File: src/hw/rtl/box_overlap_suppression_filter_core_defines.svh
// assertion macros shared by the box overlap suppression filter rtl
// no dependencies; included by files that carry concurrent checks
`ifndef BOX_OVERLAP_SUPPRESSION_FILTER_CORE_DEFINES_SVH
`define BOX_OVERLAP_SUPPRESSION_FILTER_CORE_DEFINES_SVH

`ifndef SYNTHESIS

// same-cycle implication check
`define BOFS_ASSERT_IMPLIES(label, clk, rst, ante, cons) \
   label: assert property (@(posedge clk) disable iff (rst) (ante) |-> (cons)) \
      else $error("bofs check failed");

// next-cycle implication check
`define BOFS_ASSERT_NEXT(label, clk, rst, ante, cons) \
   label: assert property (@(posedge clk) disable iff (rst) (ante) |=> (cons)) \
      else $error("bofs check failed");

`else

`define BOFS_ASSERT_IMPLIES(label, clk, rst, ante, cons)

`define BOFS_ASSERT_NEXT(label, clk, rst, ante, cons)

`endif

`endif

File: src/hw/rtl/bofs_pkg.sv
// shared types, constants and helpers for the box overlap suppression filter
// no dependencies
package bofs_pkg;

   localparam int TABLE_DEPTH = 64;
   localparam int COORD_BITS  = 16;
   localparam int FIELD_BITS  = 16;
   localparam int IDX_W       = (TABLE_DEPTH > 1) ? $clog2(TABLE_DEPTH) : 1;
   localparam int CNT_W       = $clog2(TABLE_DEPTH + 1);
   localparam int THR_W       = 16;
   localparam int AREA_W      = 2 * FIELD_BITS;
   localparam int LIM_W       = AREA_W + THR_W;

   localparam logic [FIELD_BITS-1:0] COORD_MASK =
      FIELD_BITS'((33'd1 << COORD_BITS) - 33'd1);

   // request commands
   localparam logic [1:0] CMD_START  = 2'd0;
   localparam logic [1:0] CMD_APPEAR = 2'd1;
   localparam logic [1:0] CMD_MOTION = 2'd2;

   // register indexes
   localparam int CSR_IDX_W  = 2;
   localparam int CSR_DATA_W = 16;
   localparam logic [CSR_IDX_W-1:0] CSR_ENABLE    = 2'd0;
   localparam logic [CSR_IDX_W-1:0] CSR_MODE      = 2'd1;
   localparam logic [CSR_IDX_W-1:0] CSR_THRESHOLD = 2'd2;

   localparam logic             ENABLE_RESET    = 1'b1;
   localparam logic             MODE_RESET      = 1'b1;
   localparam logic [THR_W-1:0] THRESHOLD_RESET = 16'd19661;
   localparam logic             MODE_SUPPRESS   = 1'b1;

   typedef struct packed {
      logic [FIELD_BITS-1:0] y_max;
      logic [FIELD_BITS-1:0] x_max;
      logic [FIELD_BITS-1:0] y_min;
      logic [FIELD_BITS-1:0] x_min;
   } box_type;

   // status from the overlap pipeline to the sequencer
   typedef struct packed {
      logic busy;
      logic hit_valid;
      logic hit;
   } ovl_stat_type;

   function automatic logic [FIELD_BITS-1:0] span(input logic [FIELD_BITS-1:0] lo,
                                                   input logic [FIELD_BITS-1:0] hi);
      span = (hi > lo) ? (hi - lo) : '0;
   endfunction

   function automatic logic [FIELD_BITS-1:0] max_c(input logic [FIELD_BITS-1:0] a,
                                                    input logic [FIELD_BITS-1:0] b);
      max_c = (a > b) ? a : b;
   endfunction

   function automatic logic [FIELD_BITS-1:0] min_c(input logic [FIELD_BITS-1:0] a,
                                                    input logic [FIELD_BITS-1:0] b);
      min_c = (a < b) ? a : b;
   endfunction

endpackage

File: src/hw/rtl/bofs_box_ram.sv
// preferred box table: one write port, one registered read port
// depends on bofs_pkg
module bofs_box_ram import bofs_pkg::*; (
   input  logic             clock,
   input  logic             wr_en,
   input  logic [IDX_W-1:0] wr_addr,
   input  box_type          wr_data,
   input  logic             rd_en,
   input  logic [IDX_W-1:0] rd_addr,
   output box_type          rd_data
);

   box_type mem_array [TABLE_DEPTH];
   box_type rd_data_ff;

   always_ff @(posedge clock) begin
      if (wr_en) begin
         mem_array[wr_addr] <= wr_data;
      end
   end

   always_ff @(posedge clock) begin
      if (rd_en) begin
         rd_data_ff <= mem_array[rd_addr];
      end
   end

   assign rd_data = rd_data_ff;

endmodule

File: config.mk
export PLATFORM = sky130hd
export DESIGN_NAME = bofs_box_ram
export DESIGN_NICKNAME = d
export VERILOG_FILES = /design/src/hw/rtl/box_overlap_suppression_filter_core_defines.svh /design/src/hw/rtl/bofs_pkg.sv /design/src/hw/rtl/bofs_box_ram.sv
export SDC_FILE = /design/constraint.sdc
export NUM_CORES = 2
export LEC_CHECK = 0
export ABC_CLOCK_PERIOD_IN_PS = 5830
export BUFFER_PORTS_ARGS = -buffer_cell sky130_fd_sc_hd__buf_4
export CAP_MARGIN = 40
export CORE_MARGIN = 2
export CORE_UTILIZATION = 55
export DETAILED_ROUTE_END_ITERATION = 6
export PLACE_DENSITY_LB_ADDON = 0.15
export SLEW_MARGIN = 15
export SYNTH_ARGS = -nofsm -noshare
export SYNTH_HDL_FRONTEND = slang
export SYNTH_SLANG_ARGS = --single-unit
File: constraint.sdc
create_clock -name clock -period 5.83 [get_ports clock]
set_clock_uncertainty 0.05 [all_clocks]
set_input_delay 0.583 -clock clock [delete_from_list [all_inputs] [get_ports clock]]
set_output_delay 0.583 -clock clock [all_outputs]
set_load 0.005 [all_outputs]
# Word-level counts from Yosys, hierarchy flattened
# Memory sizes are Yosys's and may differ from the RTL's. A register that Yosys moved wholly into a read port is not among the register bits.
# Cells that the tools add are included.
# word_totals
mem_bits_rw,4096
n_memories,1
output_inout_bits,64
in_bits,79
reg_bits,0
wordCells,3
# op_classes
mux,2
# memory_table
name,words,word_bits,rd,rd_ports_with_merged_regs,write_ports,line_no,text
mem_array,64,64,1,1,1,bofs_box_ram.sv:13,box_type mem_array [TABLE_DEPTH];
# ops
op,n
$mux W1,2

# Depth between registers and ports, before layout
# depth
depth_word,2
ltp_mapped,9
depth_no_buf,5

# Least setup slack after synthesis
# No wires, ideal clock.
# synth_timing
kind,input -> register
startpoint,input port wr_addr[3]
endpoint,memory mem_array[48][0] (netlist bit) (enable)
setup_ps,564
n_path_buf,1
path_slack_ps,-239
path_stages,4
required_time_ps,5216
arrival_ps,5455
path_cell_list,clkbuf_1 -> nor2b_1 -> nand4b_1 -> nor3_1
# synth_lines
element,line_no,text
from (decl),bofs_box_ram.sv:6,"input logic [IDX_W-1:0] wr_addr,"
to (decl),bofs_box_ram.sv:13,
# Straight into the memory's write port.

==> flow_metrics.tcl <==
set metrics [dict create \
    status "completed" \
    numCtsBuffers 406 \
    reg2reg_from "mem_array[9][26]$_DFFE_PP_" \
    clock_path_buffers 4 \
    dr_total_vias 76100 \
    power.share.clock 0.417 \
    worstSetupEndpointType "flop" \
    post_cts_resized 0 \
    yosys_most_used_dff "edfxtp_1" \
    routed_via_density 6.82 \
    place_area_mm2 0.165 \
    maxSlewHeadroom 0.271 \
    drt-total-wl_um 423000 \
    startpoint "rd_addr[2]" \
    period_needed_ns 2.91 \
    power_switching_share 0.209 \
    antenna_found_initial 31 \
    setup_violations 0 \
    drive_gt1_frac 0.284 \
    grt_overflow 0 \
    port_buffers 142 \
    fmax_mhz 344 \
    dp_slack_ns 1.98 \
    endpoint "rd_data[21]$_DFFE_PP_" \
    area_growth_pct 13.3 \
    core_area_mm2 0.284 \
    p_comb_frac 0.045 \
    cp_slowest_cell "a41oi_1" \
    synth.cell_area_mm2 0.157 \
    pin_count 143 \
    setup_slack_ns 2.92 \
    p_leak_nw 55.4 \
    fin_hold_ws_ns 0.0939 \
    worstMarginPinSlew_ns 1.09 \
    design_area_mm2 0.178 \
    r2r-end "rd_data[26]$_DFFE_PP_" \
    p_per_area_mw_per_mm2 348 \
    dp_hpwl_um 225000 \
    insertion_delay_ns 0.96 \
    synth-edff-count 4160 \
    finalSetupTns_ns 0 \
    firstDrtPassIters 5 \
    initial_core_util 0.552 \
    max_stage_delay_ns 0.56 \
    gp_congestion 0.794 \
    hold_path.startpoint "rd_en" \
    yosys_warnings 0 \
    r2r_setup_slack_ns 3.64 \
    cts_root_buf "clkbuf_16" \
    holdBufCountCts 0 \
    clock_sinks 4160 \
    critical_path_class "input pin to flop" \
    synthesis.nets 6677 \
    cts.clk_slew.worst_paths_ns 0.06 \
    rows 196 \
    p_int_mw 48.9 \
    cts_max_level 5 \
    hold_viol 0 \
    final_cells 11200 \
    yosysUniqueCellTypes 32 \
    syn_area_per_cell_um2 23.8 \
    path_max_fanout 69 \
    drc 0 \
    ant_nets 0 \
    required_ns 6.42 \
    die_area_mm2 0.290 \
    ir_drop_uv 354 \
    grt_pass1_wl_um 590000 \
    cts_tree "yes" \
    grt_pass1_vias 75700 \
    dpl.cell_count 10400 \
    drt_iter0_markers 11100 \
    wl_per_cell_um 37.9 \
    yosysSeqAreaShare 0.796 \
    hp-class "input pin to flop" \
    synth_cells 6598 \
    cts_post_setup_buffers_inserted 0 \
    die_h_um 538 \
    rsz0062_at_grt "no" \
    die_width_um 538 \
    p_seq_frac 0.538 \
    startpoint_type "input pin" \
    grt_usage 0.292 \
    worst-r2r-cell-count 5 \
    cp.arrival_ns 3.50 \
    async_flop_share 0 \
    nets 7126 \
    yosys_register_bits 4160 \
    path_cells "buf_8 -> buf_12 -> buf_4 -> mux4_2 -> or3_1 -> a41oi_1 -> a211oi_1" \
    grt_max_degree 109 \
    p_switching_mw 12.9 \
    maxCapViolations 0 \
    fin_crit_sh 0.499 \
    final-max-slew-violation-count 0 \
]
-- routing by layer --
| metal | GRT usage | up-vias | share of wire |
|---|---|---|---|
| met5 | 0 | - | 0.00013 |
| met4 | 0.0861 | 10 | 0.030 |
| met3 | 0.0553 | 653 | 0.10 |
| met2 | 0.460 | 4438 | 0.48 |
| met1 | 0.423 | 41500 | 0.38 |
| li1 | - | 29500 | - |
-- critical path, delay by kind of cell --
family                 cells  cell delay (ns)
multiplexers               1             0.37
AND/OR/NAND/NOR            1             0.31
AO/OA/AOI/OAI              2             0.65
buffers and inverters      3             1.35
-- metrics by stage --
step / power (mW) / util
2_1_floorplan: 35.4 / -
3_3_place_gp: 36.7 / 0.577
3_5_place_dp: 36.7 / 0.579
4_1_cts: 62.2 / 0.625
5_1_grt: 63.5 / 0.625
6_report: 61.9 / 0.625
-- flip-flops by register name (all words and copies together), names as in the netlist --
| signal | cells |
|---|---|
| rd_data | 64 |
| mem_array | 4096 |
-- worst min path at each step --
stage | end | slack (ns) | cells after the start
6_report | rd_data[61]$_DFFE_PP_ | 0.09 | 1
3_3_place_gp | rd_data[30]$_DFFE_PP_ | 0.85 | 4
5_1_grt | rd_data[61]$_DFFE_PP_ | 0.08 | 1
4_1_cts | rd_data[61]$_DFFE_PP_ | 0.04 | 1
2_1_floorplan | mem_array[0][0]$_DFFE_PP_ | 0.63 | 0
3_5_place_dp | rd_data[30]$_DFFE_PP_ | 0.86 | 4
-- cells in the mapped netlist, types with 45 or more instances --
library cell	n	share of area
a211oi_1	63	0.0030
a22o_1	88	0.0049
a22oi_1	168	0.0080
and3_1	64	0.0026
buf_2	170	0.0054
clkbuf_1	140	0.0033
edfxtp_1	4160	0.80
mux2i_1	135	0.0086
mux4_2	1024	0.15
nand2_1	58	0.0014
nand3_1	45	0.0014
nor2_1	112	0.0027
o22ai_1	83	0.0033
-- placed cells by master, fill, tap and decap left out, drive strengths merged, types with 63 or more instances in the layout --
| cell type | netlist | layout |
|---|---|---|
| buf | 230 | 411 |
| clkinv | 0 | 177 |
| edfxtp | 4160 | 4160 |
| clkbuf | 140 | 501 |
| and3 | 64 | 64 |
| a211oi | 63 | 63 |
| a22oi | 168 | 168 |
| mux2i | 135 | 135 |
| a22o | 88 | 88 |
| o22ai | 83 | 83 |
| nor2 | 112 | 112 |
| mux4 | 1024 | 1024 |
-- power by group through the flow --
stage	Sequential (mW)	Clock, mW	Combinational [mW]
3_5_place_dp	33.9	0	2.78
5_1_grt	33.3	27.3	2.94
4_1_cts	33.3	26.1	2.79
3_3_place_gp	33.9	0	2.72
6_report	33.3	25.8	2.78
2_1_floorplan	33.9	0	1.54
-- kinds of logic after synthesis --
logic type / Yosys count / share of synthesized area
AOI/OAI and AO/OA: 504 / 0.0247
buffers and inverters: 389 / 0.0118
DFF: 4160 / 0.796
muxes: 1159 / 0.156
and+or+nand+nor: 386 / 0.0123
-- layout make-up --
| cell class | instances | area [µm²] |
|---|---|---|
| fill | 19000 | 107000 |
| multi-input combinational | 2049 | 30800 |
| tap | 3762 | 4710 |
| inverter | 19 | 71.3 |
| sequential | 4160 | 125000 |
| clock inverter | 239 | 2390 |
| timing repair buffer | 411 | 4340 |
| clock buffer | 501 | 10600 |
| antenna | 14 | 35.0 |
Power figures use the tool's default switching activity.
